`src/rtl/core/wtr_pkg.sv`:
```
package wtr_pkg;

    localparam int MAX_RESULTS  = 6;
    localparam int CHAR_W       = 8;
    localparam int CNT_W        = 3;
    localparam int CFG_IDX_W    = 2;
    localparam int CFG_DATA_W   = 8;
    localparam int QUEUE_DEPTH  = 2;

    typedef enum logic [1:0] {
        OP_START = 2'd0,
        OP_CHAR  = 2'd1,
        OP_END   = 2'd2
    } t_op;

    typedef enum logic [CFG_IDX_W-1:0] {
        REG_PATTERN_MODE = 2'd0,
        REG_IGNORE_CASE  = 2'd1
    } t_reg;

    typedef enum logic [1:0] {
        MODE_SQL  = 2'd0,
        MODE_GLOB = 2'd1,
        MODE_PASS = 2'd2
    } t_mode;

    localparam logic [CHAR_W-1:0] CH_NUL     = 8'h00;
    localparam logic [CHAR_W-1:0] CH_PERCENT = 8'h25;
    localparam logic [CHAR_W-1:0] CH_UNDER   = 8'h5F;
    localparam logic [CHAR_W-1:0] CH_STAR    = 8'h2A;
    localparam logic [CHAR_W-1:0] CH_QUEST   = 8'h3F;
    localparam logic [CHAR_W-1:0] CH_CARET   = 8'h5E;
    localparam logic [CHAR_W-1:0] CH_DOLLAR  = 8'h24;
    localparam logic [CHAR_W-1:0] CH_BSL     = 8'h5C;
    localparam logic [CHAR_W-1:0] CH_DOT     = 8'h2E;
    localparam logic [CHAR_W-1:0] CH_LBRACK  = 8'h5B;
    localparam logic [CHAR_W-1:0] CH_RBRACK  = 8'h5D;
    localparam logic [CHAR_W-1:0] CASE_DIFF  = 8'h20;

    typedef struct packed {
        logic [MAX_RESULTS-1:0][CHAR_W-1:0] bytes;
        logic [CNT_W-1:0]                   count;
    } t_cmd;

endpackage

```
`src/rtl/core/wtr_front.sv`:
```
module wtr_front (
    input  logic                                 i_clk,
    input  logic                                 i_rst_n,
    input  logic                                 i_valid,
    output logic                                 o_ready,
    input  logic [1:0]                           i_opcode,
    input  logic [wtr_pkg::CHAR_W-1:0]           i_char_code,
    input  logic                                 i_cfg_valid,
    output logic                                 o_cfg_ready,
    input  logic [wtr_pkg::CFG_IDX_W-1:0]        i_cfg_index,
    input  logic [wtr_pkg::CFG_DATA_W-1:0]       i_cfg_data,
    input  logic                                 i_full,
    output logic                                 o_push,
    output wtr_pkg::t_cmd                        o_cmd
);

    logic [1:0]                   r_mode;
    logic                         r_icase;
    logic                         r_esc;
    logic                         n_esc;
    logic                         accept;
    logic                         pass;
    logic [wtr_pkg::CHAR_W-1:0]   c;
    logic [wtr_pkg::CHAR_W-1:0]   multi;
    logic [wtr_pkg::CHAR_W-1:0]   single;
    logic                         is_up;
    logic                         is_low;
    logic [wtr_pkg::CHAR_W-1:0]   up;
    logic [3:0][wtr_pkg::CHAR_W-1:0] lit;
    logic [2:0]                   lit_len;
    logic [2:0]                   pre;
    wtr_pkg::t_cmd                cmd;

    assign o_ready     = !i_full;
    assign o_cfg_ready = 1'b1;
    assign accept      = i_valid && o_ready;
    assign c           = i_char_code;
    assign pass        = r_mode[1];
    assign multi       = (r_mode == wtr_pkg::MODE_GLOB) ? wtr_pkg::CH_STAR : wtr_pkg::CH_PERCENT;
    assign single      = (r_mode == wtr_pkg::MODE_GLOB) ? wtr_pkg::CH_QUEST : wtr_pkg::CH_UNDER;
    assign is_up       = (c >= 8'h41) && (c <= 8'h5A);
    assign is_low      = (c >= 8'h61) && (c <= 8'h7A);
    assign up          = is_low ? c - wtr_pkg::CASE_DIFF : c;

    // literal form of the byte
    always_comb begin
        lit = '0;
        if (r_icase && (is_up || is_low)) begin
            lit[0]  = wtr_pkg::CH_LBRACK;
            lit[1]  = up;
            lit[2]  = up + wtr_pkg::CASE_DIFF;
            lit[3]  = wtr_pkg::CH_RBRACK;
            lit_len = 3'd4;
        end else if (c == wtr_pkg::CH_STAR || c == wtr_pkg::CH_DOT || c == wtr_pkg::CH_BSL) begin
            lit[0]  = wtr_pkg::CH_BSL;
            lit[1]  = c;
            lit_len = 3'd2;
        end else begin
            lit[0]  = c;
            lit_len = 3'd1;
        end
    end

    always_comb begin
        cmd   = '0;
        n_esc = r_esc;
        pre   = 3'd0;
        unique case (i_opcode)
            wtr_pkg::OP_START: begin
                n_esc = 1'b0;
                if (!pass) begin
                    cmd.bytes[0] = wtr_pkg::CH_CARET;
                    cmd.count    = 3'd1;
                end
            end
            wtr_pkg::OP_END: begin
                n_esc = 1'b0;
                if (!pass) begin
                    cmd.bytes[0] = wtr_pkg::CH_DOLLAR;
                    cmd.bytes[1] = wtr_pkg::CH_NUL;
                    cmd.count    = 3'd2;
                end else begin
                    cmd.bytes[0] = wtr_pkg::CH_NUL;
                    cmd.count    = 3'd1;
                end
            end
            wtr_pkg::OP_CHAR: begin
                if (c != wtr_pkg::CH_NUL) begin
                    if (pass) begin
                        cmd.bytes[0] = c;
                        cmd.count    = 3'd1;
                    end else if (r_esc || (c != wtr_pkg::CH_BSL && c != multi && c != single)) begin
                        n_esc = 1'b0;
                        if (r_esc && c != multi && c != single) begin
                            pre = 3'd2;
                        end
                        for (int i = 0; i < wtr_pkg::MAX_RESULTS; i++) begin
                            if (3'(i) < pre) begin
                                cmd.bytes[i] = wtr_pkg::CH_BSL;
                            end else if (3'(i) - pre < lit_len) begin
                                cmd.bytes[i] = lit[2'(3'(i) - pre)];
                            end
                        end
                        cmd.count = pre + lit_len;
                    end else if (c == wtr_pkg::CH_BSL) begin
                        n_esc = 1'b1;
                    end else if (c == multi) begin
                        cmd.bytes[0] = wtr_pkg::CH_DOT;
                        cmd.bytes[1] = wtr_pkg::CH_STAR;
                        cmd.count    = 3'd2;
                    end else begin
                        cmd.bytes[0] = wtr_pkg::CH_DOT;
                        cmd.count    = 3'd1;
                    end
                end
            end
            default: begin
                cmd   = '0;
                n_esc = r_esc;
            end
        endcase
    end

    assign o_cmd  = cmd;
    assign o_push = accept && (cmd.count != '0);

    always_ff @(posedge i_clk) begin
        if (!i_rst_n) begin
            r_mode  <= 2'd0;
            r_icase <= 1'b0;
            r_esc   <= 1'b0;
        end else begin
            if (i_cfg_valid) begin
                if (i_cfg_index == wtr_pkg::REG_PATTERN_MODE) begin
                    r_mode <= i_cfg_data[1:0];
                end else if (i_cfg_index == wtr_pkg::REG_IGNORE_CASE) begin
                    r_icase <= i_cfg_data[0];
                end
            end
            if (accept) begin
                r_esc <= n_esc;
            end
        end
    end

    a_esc_cleared: assert property (@(posedge i_clk) disable iff (!i_rst_n)
        accept && (i_opcode == wtr_pkg::OP_START || i_opcode == wtr_pkg::OP_END) |=> !r_esc)
        else $error("escape flag survived start or end");

    a_esc_silent: assert property (@(posedge i_clk) disable iff (!i_rst_n)
        o_push |-> !(n_esc && !r_esc))
        else $error("escape set by an item that produced output");

endmodule

```
`src/rtl/core/wtr_queue.sv`:
```
module wtr_queue #(
    parameter int DEPTH = wtr_pkg::QUEUE_DEPTH
) (
    input  logic          i_clk,
    input  logic          i_rst_n,
    input  logic          i_push,
    input  wtr_pkg::t_cmd i_cmd,
    output logic          o_full,
    input  logic          i_pop,
    output logic          o_empty,
    output wtr_pkg::t_cmd o_head
);

    localparam int PTR_W = (DEPTH > 1) ? $clog2(DEPTH) : 1;
    localparam int CNT_W = $clog2(DEPTH + 1);

    wtr_pkg::t_cmd    r_mem [DEPTH];
    logic [PTR_W-1:0] r_wptr;
    logic [PTR_W-1:0] r_rptr;
    logic [CNT_W-1:0] r_cnt;
    logic [PTR_W-1:0] n_wptr;
    logic [PTR_W-1:0] n_rptr;

    assign o_full  = (r_cnt == CNT_W'(DEPTH));
    assign o_empty = (r_cnt == '0);
    assign o_head  = r_mem[r_rptr];
    assign n_wptr  = (r_wptr == PTR_W'(DEPTH - 1)) ? '0 : r_wptr + 1'b1;
    assign n_rptr  = (r_rptr == PTR_W'(DEPTH - 1)) ? '0 : r_rptr + 1'b1;

    always_ff @(posedge i_clk) begin
        if (i_push) begin
            r_mem[r_wptr] <= i_cmd;
        end
    end

    always_ff @(posedge i_clk) begin
        if (!i_rst_n) begin
            r_wptr <= '0;
            r_rptr <= '0;
            r_cnt  <= '0;
        end else begin
            if (i_push) begin
                r_wptr <= n_wptr;
            end
            if (i_pop) begin
                r_rptr <= n_rptr;
            end
            if (i_push && !i_pop) begin
                r_cnt <= r_cnt + 1'b1;
            end else if (i_pop && !i_push) begin
                r_cnt <= r_cnt - 1'b1;
            end
        end
    end

    a_no_overflow: assert property (@(posedge i_clk) disable iff (!i_rst_n)
        !(i_push && o_full))
        else $error("push into full queue");

    a_no_underflow: assert property (@(posedge i_clk) disable iff (!i_rst_n)
        !(i_pop && o_empty))
        else $error("pop from empty queue");

endmodule

```
`src/rtl/core/wtr_back.sv`:
```
module wtr_back (
    input  logic                         i_clk,
    input  logic                         i_rst_n,
    input  logic                         i_empty,
    input  wtr_pkg::t_cmd                i_head,
    output logic                         o_pop,
    output logic                         o_valid,
    input  logic                         i_ready,
    output logic [wtr_pkg::CHAR_W-1:0]   o_out_char,
    output logic                         o_run_last
);

    wtr_pkg::t_cmd             r_cmd;
    wtr_pkg::t_cmd             n_cmd;
    logic [wtr_pkg::CNT_W-1:0] r_idx;
    logic [wtr_pkg::CNT_W-1:0] n_idx;
    logic                      r_busy;
    logic                      n_busy;
    logic                      last;
    logic                      xfer;

    assign last       = (r_idx == r_cmd.count - 1'b1);
    assign xfer       = r_busy && i_ready;
    assign o_valid    = r_busy;
    assign o_out_char = r_cmd.bytes[r_idx];
    assign o_run_last = last;

    always_comb begin
        n_cmd  = r_cmd;
        n_idx  = r_idx;
        n_busy = r_busy;
        o_pop  = 1'b0;
        if (!r_busy || (xfer && last)) begin
            if (!i_empty) begin
                n_cmd  = i_head;
                n_idx  = '0;
                n_busy = 1'b1;
                o_pop  = 1'b1;
            end else begin
                n_busy = 1'b0;
            end
        end else if (xfer) begin
            n_idx = r_idx + 1'b1;
        end
    end

    always_ff @(posedge i_clk) begin
        r_cmd <= n_cmd;
    end

    always_ff @(posedge i_clk) begin
        if (!i_rst_n) begin
            r_busy <= 1'b0;
            r_idx  <= '0;
        end else begin
            r_busy <= n_busy;
            r_idx  <= n_idx;
        end
    end

    a_idx_in_range: assert property (@(posedge i_clk) disable iff (!i_rst_n)
        r_busy |-> (r_idx < r_cmd.count))
        else $error("byte index beyond command length");

    a_run_continues: assert property (@(posedge i_clk) disable iff (!i_rst_n)
        xfer && !last |=> r_busy && (r_idx == $past(r_idx) + 1'b1))
        else $error("run cut short");

endmodule

```
`src/rtl/core/wildcard_to_regex_translator_top.sv`:
```
// path: an accepted item's command is written into the queue register; with the back end idle it
// is then popped into the serializer register, which drives the first output byte of the item
// throughput: one output byte per cycle while i_ready is high; an item yields 0 to 6 bytes
// the output byte rate is set by the back serializer; a small command queue lets input run ahead
// reset: synchronous active low, clears mode, ignore_case, escape flag, queue and serializer
module wildcard_to_regex_translator_top #(
    parameter int QUEUE_DEPTH = wtr_pkg::QUEUE_DEPTH
) (
    input  logic                                 i_clk,
    input  logic                                 i_rst_n,
    input  logic                                 i_valid,
    output logic                                 o_ready,
    input  logic [1:0]                           i_opcode,
    input  logic [wtr_pkg::CHAR_W-1:0]           i_char_code,
    output logic                                 o_valid,
    input  logic                                 i_ready,
    output logic [wtr_pkg::CHAR_W-1:0]           o_out_char,
    output logic                                 o_run_last,
    input  logic                                 i_cfg_valid,
    output logic                                 o_cfg_ready,
    input  logic [wtr_pkg::CFG_IDX_W-1:0]        i_cfg_index,
    input  logic [wtr_pkg::CFG_DATA_W-1:0]       i_cfg_data
);

    logic          push;
    logic          pop;
    logic          full;
    logic          empty;
    wtr_pkg::t_cmd cmd;
    wtr_pkg::t_cmd head;

    wtr_front u_front (
        .i_clk       (i_clk),
        .i_rst_n     (i_rst_n),
        .i_valid     (i_valid),
        .o_ready     (o_ready),
        .i_opcode    (i_opcode),
        .i_char_code (i_char_code),
        .i_cfg_valid (i_cfg_valid),
        .o_cfg_ready (o_cfg_ready),
        .i_cfg_index (i_cfg_index),
        .i_cfg_data  (i_cfg_data),
        .i_full      (full),
        .o_push      (push),
        .o_cmd       (cmd)
    );

    wtr_queue #(
        .DEPTH (QUEUE_DEPTH)
    ) u_queue (
        .i_clk   (i_clk),
        .i_rst_n (i_rst_n),
        .i_push  (push),
        .i_cmd   (cmd),
        .o_full  (full),
        .i_pop   (pop),
        .o_empty (empty),
        .o_head  (head)
    );

    wtr_back u_back (
        .i_clk      (i_clk),
        .i_rst_n    (i_rst_n),
        .i_empty    (empty),
        .i_head     (head),
        .o_pop      (pop),
        .o_valid    (o_valid),
        .i_ready    (i_ready),
        .o_out_char (o_out_char),
        .o_run_last (o_run_last)
    );

endmodule
```
`config.mk`:
```
export PLATFORM = sky130hd
export DESIGN_NAME = wildcard_to_regex_translator_top
export DESIGN_NICKNAME = d
export VERILOG_FILES = /design/src/rtl/core/wtr_pkg.sv /design/src/rtl/core/wtr_front.sv /design/src/rtl/core/wtr_queue.sv /design/src/rtl/core/wtr_back.sv /design/src/rtl/core/wildcard_to_regex_translator_top.sv
export SDC_FILE = /design/constraint.sdc
export NUM_CORES = 1
export LEC_CHECK = 0
export ABC_AREA = 1
export BUFFER_PORTS_ARGS = -buffer_cell sky130_fd_sc_hd__buf_2
export CAP_MARGIN = 10
export CORE_MARGIN = 4
export CORE_UTILIZATION = 45
export CTS_CLUSTER_DIAMETER = 80
export DETAILED_ROUTE_END_ITERATION = 10
export SLEW_MARGIN = 20
export SYNTH_ARGS = -nofsm -noshare
export SYNTH_HDL_FRONTEND = slang
export SYNTH_SLANG_ARGS = --single-unit
```
`constraint.sdc`:
```
create_clock -name i_clk -period 9.9 [get_ports i_clk]
set_clock_uncertainty 0.2 [all_clocks]
set_input_delay 1.98 -clock i_clk [delete_from_list [all_inputs] [get_ports i_clk]]
set_output_delay 1.98 -clock i_clk [all_outputs]
set_load 0.005 [all_outputs]
```
# After elaboration in Yosys (flattened, before gate mapping)
# Memories as Yosys holds them, arrays and structs flattened. A register that Yosys moved wholly into a read port is not among the register bits.
# Cells that the tools add are included.
dict set report classes {
  n_addsub 15
  n_lt_le_gt_ge 23
  n_eq_ne 17
  mux 69
  bitwise 2
  n_reduce_logical 36
}
# op n
set ops {}
lappend ops {{two-way mux 8 bit} 23}
lappend ops {{binary-select mux 8 bit (select 2 bit)} 6}
lappend ops {{two-way mux 32 bit} 2}
lappend ops {{two-way mux 51 bit} 1}
lappend ops {{two-way mux 40 bit} 1}
lappend ops {{case mux 11 bit (3 select lines)} 1}
lappend ops {{binary-select mux 8 bit (select 3 bit)} 1}
lappend ops {{two-way mux 3 bit} 8}
lappend ops {{two-way mux 19 bit} 1}
lappend ops {{< comparator 2 x 3 -> 1 bit, second input constant} 6}
lappend ops {{< comparator 3 bit} 6}
lappend ops {{two-way mux 17 bit} 1}
lappend ops {{== test 8 x 6 -> 1 bit, second input constant} 2}
lappend ops {{>= comparator 8 x 7 -> 1 bit, second input constant} 2}
lappend ops {{less-or-equal comparator 8 x 7 -> 1 bit, second input constant} 2}
lappend ops {{two-way mux 16 bit} 1}
lappend ops {{!= test 8 bit} 2}
lappend ops {{two-way mux 15 bit} 1}
lappend ops {{logical AND 1 bit} 13}
lappend ops {{two-way mux 11 bit} 1}
lappend ops {{two-way mux 1 bit} 10}
lappend ops {{two-way mux 10 bit} 1}
lappend ops {{two-way mux 2 bit} 5}
lappend ops {{two-way mux 9 bit} 1}
lappend ops {{39 further kinds} 64}
dict set report totals {
  reg_bits 12
  ramBits 102
  in_bits 25
  output_inout_bits 12
  word_cells 171
  n_memories 1
}
# memory words word_bits read_ports rd_clocked_by_memory_dff write_ports line_no
set memory_table {}
lappend memory_table {u_queue.r_mem 2 51 1 1 1 wtr_queue.sv:17} ;# wtr_pkg::t_cmd r_mem [DEPTH];

# Logic depth before layout (Yosys ltp)
# Gate-level depths: netlist of run 1.
dict set report logic_depth {
  ltp_word 25
  ltp_mapped 21
  mapped_depth_nobuf 20
}

# Cells and area by module
# A second synthesis of run 1 with hierarchy kept.
dict set report unflattened {
  hier_cells 719
  area_unflattened_um2 8206.6
}
# module n_inst cells_each area_each_um2 seq_area_each_um2
set by_module_without_submodules {}
lappend by_module_without_submodules {wtr_queue 1 194 4164.0 3163.0}
lappend by_module_without_submodules {wtr_back 1 179 2229.6 1611.5}
lappend by_module_without_submodules {wtr_front 1 346 1813.0 80.1}

# Worst setup path after synthesis of run 1
# No wires, ideal clock.
dict set report synth_timing {
  kind {input port to flip-flop}
  startpoint {input port i_char_code[0] in the netlist's numbering}
  endpoint {memory u_queue.r_mem[0][0] in the netlist's numbering, enable pin}
  setup_time_ps 453
  t_arrival_ps 5590
  t_required_ps 9247
  path_slack_ps 3657
  path_stages 17
  n_path_buf 1
  cell_sequence {inv_1 -> nor2_1 -> nand3_1 -> nand2_2 -> nand2_2 -> nand3_2 -> inv_2 -> buf_2 -> ha_1 -> inv_1 -> ha_1 -> nand3_2 -> nand3_1 -> nor2_2 -> nor2_4 -> inv_1 -> nor2_1}
}
dict set report synth_between {
  elab_chain_cells 17
  word_cells_on_any_way 41
  classes_between {1 x add/sub; 4 x order compare; 7 x eq/ne; 15 x mux; 14 x reduce/logical}
}
# item line_no
set synth_lines {}
lappend synth_lines {{from (decl)} wildcard_to_regex_translator_top.sv:14} ;# input logic [wtr_pkg::CHAR_W-1:0] i_char_code,
lappend synth_lines {{!= test 8 bit} {wtr_front.sv:92, wtr_front.sv:94}}
lappend synth_lines {{logical AND 1 bit (2 in a row)} wtr_front.sv:94} ;# if (r_esc && c != multi && c != single) begin
lappend synth_lines {{two-way mux 2 bit} wtr_front.sv:94}
lappend synth_lines {{two-way mux 3 bit} wtr_front.sv:92} ;# end else if (r_esc || (c != wtr_pkg::CH_BSL && c != multi && c != single)) begin
lappend synth_lines {{two-way mux 3 bit} wtr_front.sv:89} ;# if (pass) begin
lappend synth_lines {{two-way mux 3 bit} wtr_front.sv:88} ;# if (c != wtr_pkg::CH_NUL) begin
lappend synth_lines {{two-way mux 3 bit} wtr_front.sv:68} ;# unique case (i_opcode)
lappend synth_lines {{adder 3 bit} wtr_front.sv:104} ;# cmd.count = pre + lit_len;
lappend synth_lines {{two-way mux 19 bit} wtr_front.sv:92}
lappend synth_lines {{two-way mux 11 bit} wtr_front.sv:89}
lappend synth_lines {{two-way mux 51 bit *} wtr_front.sv:88}
lappend synth_lines {{case mux 11 bit (3 select lines) *} wtr_front.sv:68}
lappend synth_lines {{nonzero test 3 bit *} wtr_front.sv:125} ;# assign o_push = accept && (cmd.count != '0);
lappend synth_lines {{logical AND 1 bit *} wtr_front.sv:125}
lappend synth_lines {{named net push} wildcard_to_regex_translator_top.sv:25} ;# logic push;
lappend synth_lines {{two-way mux 1 bit *} wtr_queue.sv:31} ;# if (i_push) begin
lappend synth_lines {{two-way mux 1 bit (implied by the code) *} wtr_queue.sv:32} ;# r_mem[r_wptr] <= i_cmd;
lappend synth_lines {{to (decl)} wtr_queue.sv:17}
# Mark *: on every way through the listed nets, which the timed path passes. The rest lies on a longest branch. The select of a mux whose other input is x is not followed.

# Worst setup path in the final report of run 1
dict set report layout_timing {
  startpoint {input port i_char_code[0] in the netlist's numbering}
  endpoint {memory u_queue.r_mem[0][34] in the netlist's numbering, enable pin}
}
# The elaborated chain is that of the path after synthesis.

==> parameters.txt, run 1 <==
Parameter                              Value

GRT
  Global-route wire length before repair    25100 um
  Maximum number of pins on one net before global-route repair    50
  Number of antenna violations at the first check in global routing    0
  GRT overflow    0
  Via count of the first global-routing pass    4790
  Total GRT Usage    17.9%

Routing
  # DRC    0
  Antenna-violating nets left    0
  DRC marker count from the first detailed-route iteration    451
  Vias per std cell    5.12
  Total via count in the routed design    5116
  Number of search-and-repair iterations in the first detailed-routing pass    5
  Wire length per cell after detailed routing    15.7 um
  Drt total wl    15700 um

Clocking
  Hold buffer count at cts    0
  Num Clock Sinks    153
  Clock insertion delay at the later pin of the skew report    0.42 ns
  Number of levels the H-tree was split into    4
  Number of setup buffers added after CTS    0
  Clock slew seen by the registers of the worst setup and hold paths    0.06 ns
  Post-CTS resize count    0
  Clock Path Buffers    2
  TritonCTS clock tree    done
  Library cell used as clock root buffer    clkbuf_16
  TritonCTS Buffers    17

Synth
  Library cell occupying the most area in the post-synthesis netlist    edfxtp_1
  Proportion of synthesized flip-flops having asynchronous set or reset    0%
  Register bit count reported by yosys    153
  Cell with the most instances after synthesis    nand2_1
  Fraction of synthesized cell area taken by the top area cell type    58.6%
  Adder-cell share of the synthesized area    2.25%
  Number of enable flip-flop cells after synthesis    141
  Sequential fraction of the synthesis area    61.9%
  Synth Area in XOR/XNOR    0.363%
  Top FF cell, synth    edfxtp_1
  Largest cells by area after synthesis    edfxtp_1 59%, nand2_1 12%, nor2_1 4.7%, dfxtp_1 3.3%, o21ai_0 3.3%
  Distinct cells, synth    41
  Main combinational cell family by area after synthesis    simple AND/OR/NAND/NOR gates
  Area of the mapped netlist    0.00723 mm2
  Simple-gate share of the synthesized area    21.7%
  Warnings, synthesis    0
  Top cells by instance count after synthesis    223 x nand2_1, 141 x edfxtp_1, 91 x nor2_1
  Complex-gate fraction of the synthesized area    8.63%
  Syn_area_per_cell    9.74 um2
  Proportion of synthesized area in mux cells    0%
  Number of instances in the synthesized netlist    742
  Post-Synthesis Net Count    780

Outcome
  Status    finished, final reports clean

Floorplan
  Site row count    46
  Total I/O pin count    37
  Placeable core region    0.0158 mm2
  Die outline width    135 um
  Starting utilization of the core area    45.7%
  Full die area    0.0182 mm2
  Die height    135 um

Power
  Post-layout total power    2.01 mW
  Leakage    3.39 nW
  Worst supply voltage drop on vdd    0.000122 V
  Total power density per cell area    247 mW/mm2

Place
  Estimated wirelength of the detail-placed design    10800 um
  Worst setup timing slack at the placement stage    3.98 ns
  Port Buffer Count    29
  Area post-placement    0.00758 mm2
  Weighted congestion at the end of routability-driven global placement    0.921

Timing
  Total of endpoints with negative setup slack in the final report    0
  Worst setup slack after layout    4.40 ns
  Final Slew Violations    0
  Post-route minimum period    5.50 ns
  Slew Limit Headroom    41.0%
  Setup repair after global routing missed its margin    no
  Highest achievable clock rate    182 MHz
  Transition time at the pin with the least slew margin    0.884 ns
  Final Cycle Share    55.5%
  Final Hold Fails    0
  Aggregate negative setup slack    0 ns

Flow run
  Max-cap violations    0

Setup path
  Type of the worst setup path    input pin to register
  Startpoint type of the worst setup path    input pin
  Critical path data required time    9.75 ns
  Crit path capture type    register
  Top fanout value on the critical path    40
  Arrival time at the worst endpoint    5.34 ns

Worst hold path
  Class of the tightest hold or removal check    register to register

Cells and area
  Final layout net count    809
  Ratio of cells with drive above 1 in the final layout    14.2%
  Final Instance Area    0.00814 mm2
  Final Util    51.5%
  Area growth from synthesis to layout    12.6%
  Antenna cell count    0
==> cell type report <==
cell class | instances | area [um2]
multi-input cells | 495 | 2390
clock buffers | 19 | 433
well taps | 216 | 270
clock inverters | 13 | 130
repair buffers | 34 | 183
fillers | 1413 | 7680
inverters | 70 | 263
flip-flops and latches | 153 | 4470
==> flip-flops by register name, summed over array words and instances (netlist names) <==
name and cells:
u_front.r_icase 1, u_front.r_mode 2, u_queue.r_mem 94, u_back.r_idx 3, u_back.o_valid 1, u_back.r_cmd 47, u_front.r_esc 1, u_queue.r_rptr 1
u_queue.r_cnt 2, u_queue.r_wptr 1
==> path summary, 6_finish.rpt <==
path | startpoint | to | slack, ns | cells past startpoint
worst min-delay path | u_queue.r_cnt[1] | u_queue.r_cnt[1] | 0.30 | 2
worst min register to register | u_queue.r_cnt[1] | u_queue.r_cnt[1] | 0.30 | 2
worst max-delay path | i_char_code[0] | u_queue.r_mem[0][34] | 4.40 | 18
worst max register to register | u_front.r_mode[1] | u_queue.r_mem[0][34] | 5.55 | 17
==> worst max-delay path, cell delays in order <==
cell and delay, ns:
buf_2 0.14, inv_1 0.16, nor2_1 0.06, nand3_1 0.08
nand2_2 0.06, nand2_2 0.09, nand3_2 0.43, inv_2 0.50
ha_1 0.21, inv_1 0.04, ha_1 0.29, nand3_2 0.09
nand3_1 0.11, nor2_2 0.06, nor2_4 0.15, inv_1 0.10
nor2_4 0.23, buf_4 0.53
==> power breakdown <==
group / leakage [nW] / switching, mW / internal (mW)
Sequential: 1.44 / 0.0379 / 0.900
Combinational: 1.68 / 0.327 / 0.132
Clock: 0.274 / 0.245 / 0.368
Total: 3.39 / 0.610 / 1.40
==> placed cells by master, fill, tap and decap left out, types with 3 or more instances in the layout <==
| cell type | netlist | layout |
|---|---|---|
| a21oi_1 | 35 | 35 |
| buf_2 | 4 | 29 |
| buf_4 | 2 | 5 |
| clkbuf_16 | 0 | 17 |
| clkinv_2 | 0 | 5 |
| clkinv_4 | 0 | 3 |
| dfxtp_1 | 12 | 12 |
| edfxtp_1 | 141 | 141 |
| ha_1 | 13 | 13 |
| inv_1 | 55 | 54 |
| inv_2 | 14 | 15 |
| nand2_1 | 223 | 223 |
| nand2_2 | 10 | 10 |
| nand2_4 | 3 | 3 |
| nand3_1 | 19 | 19 |
| nand3_2 | 7 | 7 |
| nor2_1 | 91 | 90 |
| nor2_4 | 4 | 5 |
| nor3_1 | 3 | 3 |
| o21ai_0 | 47 | 47 |
| o21ai_1 | 10 | 10 |
| o32ai_1 | 8 | 8 |
==> metrics by stage <==
step	hold WS [ns]	std cells
after floorplan	0.252	742
after global placement	0.268	968
after detailed placement	0.293	968
after CTS	0.304	1000
after global routing	0.329	1000
final	0.302	1000
==> routing by layer <==
metal | track usage [%] | wire [um] | up-vias
met4 | 5.83 | 252 | 0
met1 | 25.1 | 7260 | 2424
met5 | 0 | 0 | -
li1 | - | - | 2536
met2 | 27.9 | 7340 | 137
met3 | 4.02 | 867 | 19
==> cells by family after synthesis <==
| kind of cell | Yosys count |
|---|---|
| adders and majority gates | 13 |
| other | 1 |
| buffers and inverters | 94 |
| xor gates and xnor gates | 3 |
| DFF | 153 |
| and+or+nand+nor | 368 |
| AOI/OAI and AO/OA | 110 |
(Power assumes the default switching activity.)
==> run 2, diff against run 1 <==
==> constraint.sdc (replaced) <==
create_clock -name i_clk -period 5.68 [get_ports i_clk]
set_clock_uncertainty 0.2 [all_clocks]
set_input_delay 1.136 -clock i_clk [delete_from_list [all_inputs] [get_ports i_clk]]
set_output_delay 1.136 -clock i_clk [all_outputs]
set_load 0.005 [all_outputs]
==> parameters.txt, run 2 (synthesis results as in run 1) <==
Parameter                              Value

Setup path
  WP buf/inv    3
  Startpoint type of the worst setup path    register
  Top delay family on crit path    buffers and inverters
  Slowest cell on crit path    clkinv_1
  Longest individual stage delay on the worst path    0.72 ns
  Arrival time at the worst endpoint    2.61 ns
  Type of the worst setup path    register to output pin
  Crit path capture type    output pin
  Critical path data required time    4.34 ns
  Worst-path cell chain    buf_4 > clkinv_1 > nor2_1 > o32ai_1 > nand2_1 > o21ai_0 > buf_2
  Top fanout value on the critical path    27

Clocking
  Number of levels the H-tree was split into    4
  Num Clock Sinks    153
  Number of setup buffers added after CTS    0
  Post-CTS resize count    0
  TritonCTS Buffers    17
  Clock slew seen by the registers of the worst setup and hold paths    0.06 ns
  Clock insertion delay at the later pin of the skew report    0.41 ns
  Clock Path Buffers    2
  Hold buffer count at cts    0
  Library cell used as clock root buffer    clkbuf_16
  TritonCTS clock tree    done

GRT
  GRT overflow    0
  Via count of the first global-routing pass    4754
  Global-route wire length before repair    25100 um
  Number of antenna violations at the first check in global routing    0
  Total GRT Usage    18.1%
  Maximum number of pins on one net before global-route repair    50

Floorplan
  Die height    135 um
  Site row count    46
  Full die area    0.0182 mm2
  Total I/O pin count    37
  Placeable core region    0.0158 mm2
  Die outline width    135 um
  Starting utilization of the core area    45.7%

Cells and area
  Final Instance Area    0.00826 mm2
  Final layout net count    810
  Max reg flops    94
  Ratio of cells with drive above 1 in the final layout    14.4%
  Register with the most flip-flops    u_queue.r_mem
  Final non-filler cell total    1001
  Most common cell after layout, fill and taps aside    nand2_1
  Antenna cell count    0
  Area growth from synthesis to layout    14.3%
  Leading cell types in the layout, fill and taps excluded    223 x nand2_1, 141 x edfxtp_1, 90 x nor2_1, 54 x inv_1, 47 x o21ai_0
  Top flop regs    u_queue.r_mem x94, u_back.r_cmd x47, u_back.r_idx x3

Power
  Clock network fraction of design power    33.4%
  Worst supply voltage drop on vdd    0.000223 V
  Switching part of the total power    29.5%
  Total power density per cell area    444 mW/mm2
  Sequential group share of total power    44.6%
  Total net switching power    1.08 mW
  Internal power    2.59 mW
  Leakage    3.44 nW
  Combinational share of power    21.9%

Timing
  Total of endpoints with negative setup slack in the final report    0
  Final Slew Violations    0
  Worst hold slack    0.282 ns
  Worst setup slack after layout    1.73 ns
  Final Cycle Share    69.5%
  Post-route minimum period    3.95 ns
  Highest achievable clock rate    253 MHz
  Setup repair after global routing missed its margin    no
  Transition time at the pin with the least slew margin    0.888 ns
  Final Hold Fails    0
  Slew Limit Headroom    40.7%
  Aggregate negative setup slack    0 ns

Routing
  Drt total wl    15900 um
  Vias per std cell    5.09
  Antenna-violating nets left    0
  DRC marker count from the first detailed-route iteration    431
  Wire length per cell after detailed routing    15.9 um
  Number of search-and-repair iterations in the first detailed-routing pass    5
  # DRC    0
  Total via count in the routed design    5094

Place
  Area post-placement    0.00761 mm2
  Estimated wirelength of the detail-placed design    11000 um
  Worst setup timing slack at the placement stage    1.44 ns
  # placed instances    969
  Weighted congestion at the end of routability-driven global placement    0.948
  Port Buffer Count    29

Outcome
  Status    finished, final reports clean

Flow run
  Max-cap violations    0

Worst hold path
  Class of the tightest hold or removal check    register to register
run 2: cell types whose count changed in the layout (fill, tap and decap cells not counted):
cell,before,now
buf_12,0,2
clkbuf_1,2,1
clkinvlp_4,2,1
bufinv_16,2,5
clkinv_2,5,1
inv_6,0,3
buf_4,5,4
run 2: cell type report:
class,instances,area (um2)
Fill cell,1433,7570
Sequential cell,153,4470
Multi-Input combinational cell,495,2390
Clock buffer,18,429
Tap cell,216,270
Inverter,70,263
Clock inverter,14,219
Timing Repair Buffer,35,215
run 2: power groups by stage:
stage / Sequential, mW / Combinational, mW / Clock, mW
floorplan: 1.65 / 0.535 / 0
global placement: 1.65 / 0.798 / 0
detailed placement: 1.66 / 0.820 / 0
CTS: 1.64 / 0.824 / 1.24
global route: 1.66 / 0.924 / 1.30
finish: 1.64 / 0.805 / 1.23
run 2: worst paths after layout:
path | to | slack [ns] | startpoint | cells past startpoint
setup reg to reg | u_queue.r_mem[0][28] | 2.16 | u_front.r_mode[1] | 17
hold reg to reg | u_queue.r_cnt[1] | 0.28 | u_queue.r_cnt[1] | 2
setup / recovery | o_out_char[5] | 1.73 | u_back.r_idx[0] | 7
hold / removal | u_queue.r_cnt[1] | 0.28 | u_queue.r_cnt[1] | 2
run 2: metal layers:
metal / GRT usage, % / up-vias / share of wire [%]
met3: 4.36 / 17 / 6.6
met5: 0 / - / 0
met1: 25.1 / 2371 / 45
li1: - / 2542 / -
met2: 28.4 / 164 / 47
met4: 5.60 / 0 / 1.2
run 2: stage by stage:
step | util (%) | power, mW
floorplan | - | 2.18
global placement | 48.1 | 2.45
detailed placement | 48.1 | 2.48
CTS | 52.2 | 3.71
global route | 52.2 | 3.88
finish | 52.2 | 3.67
run 2: worst register-to-register path, cell delays in order, from the launching register on:
cell	delay (ns)
dfxtp_1	0.38
inv_2	0.24
nand2_2	0.11
inv_2	0.07
o21ai_0	0.10
nand3_2	0.11
nand3_2	0.09
inv_2	0.30
ha_1	0.21
inv_1	0.04
ha_1	0.29
nand3_2	0.08
nand3_1	0.11
nor2_2	0.05
nor2_4	0.14
inv_1	0.09
nor2_4	0.28
buf_12	0.29
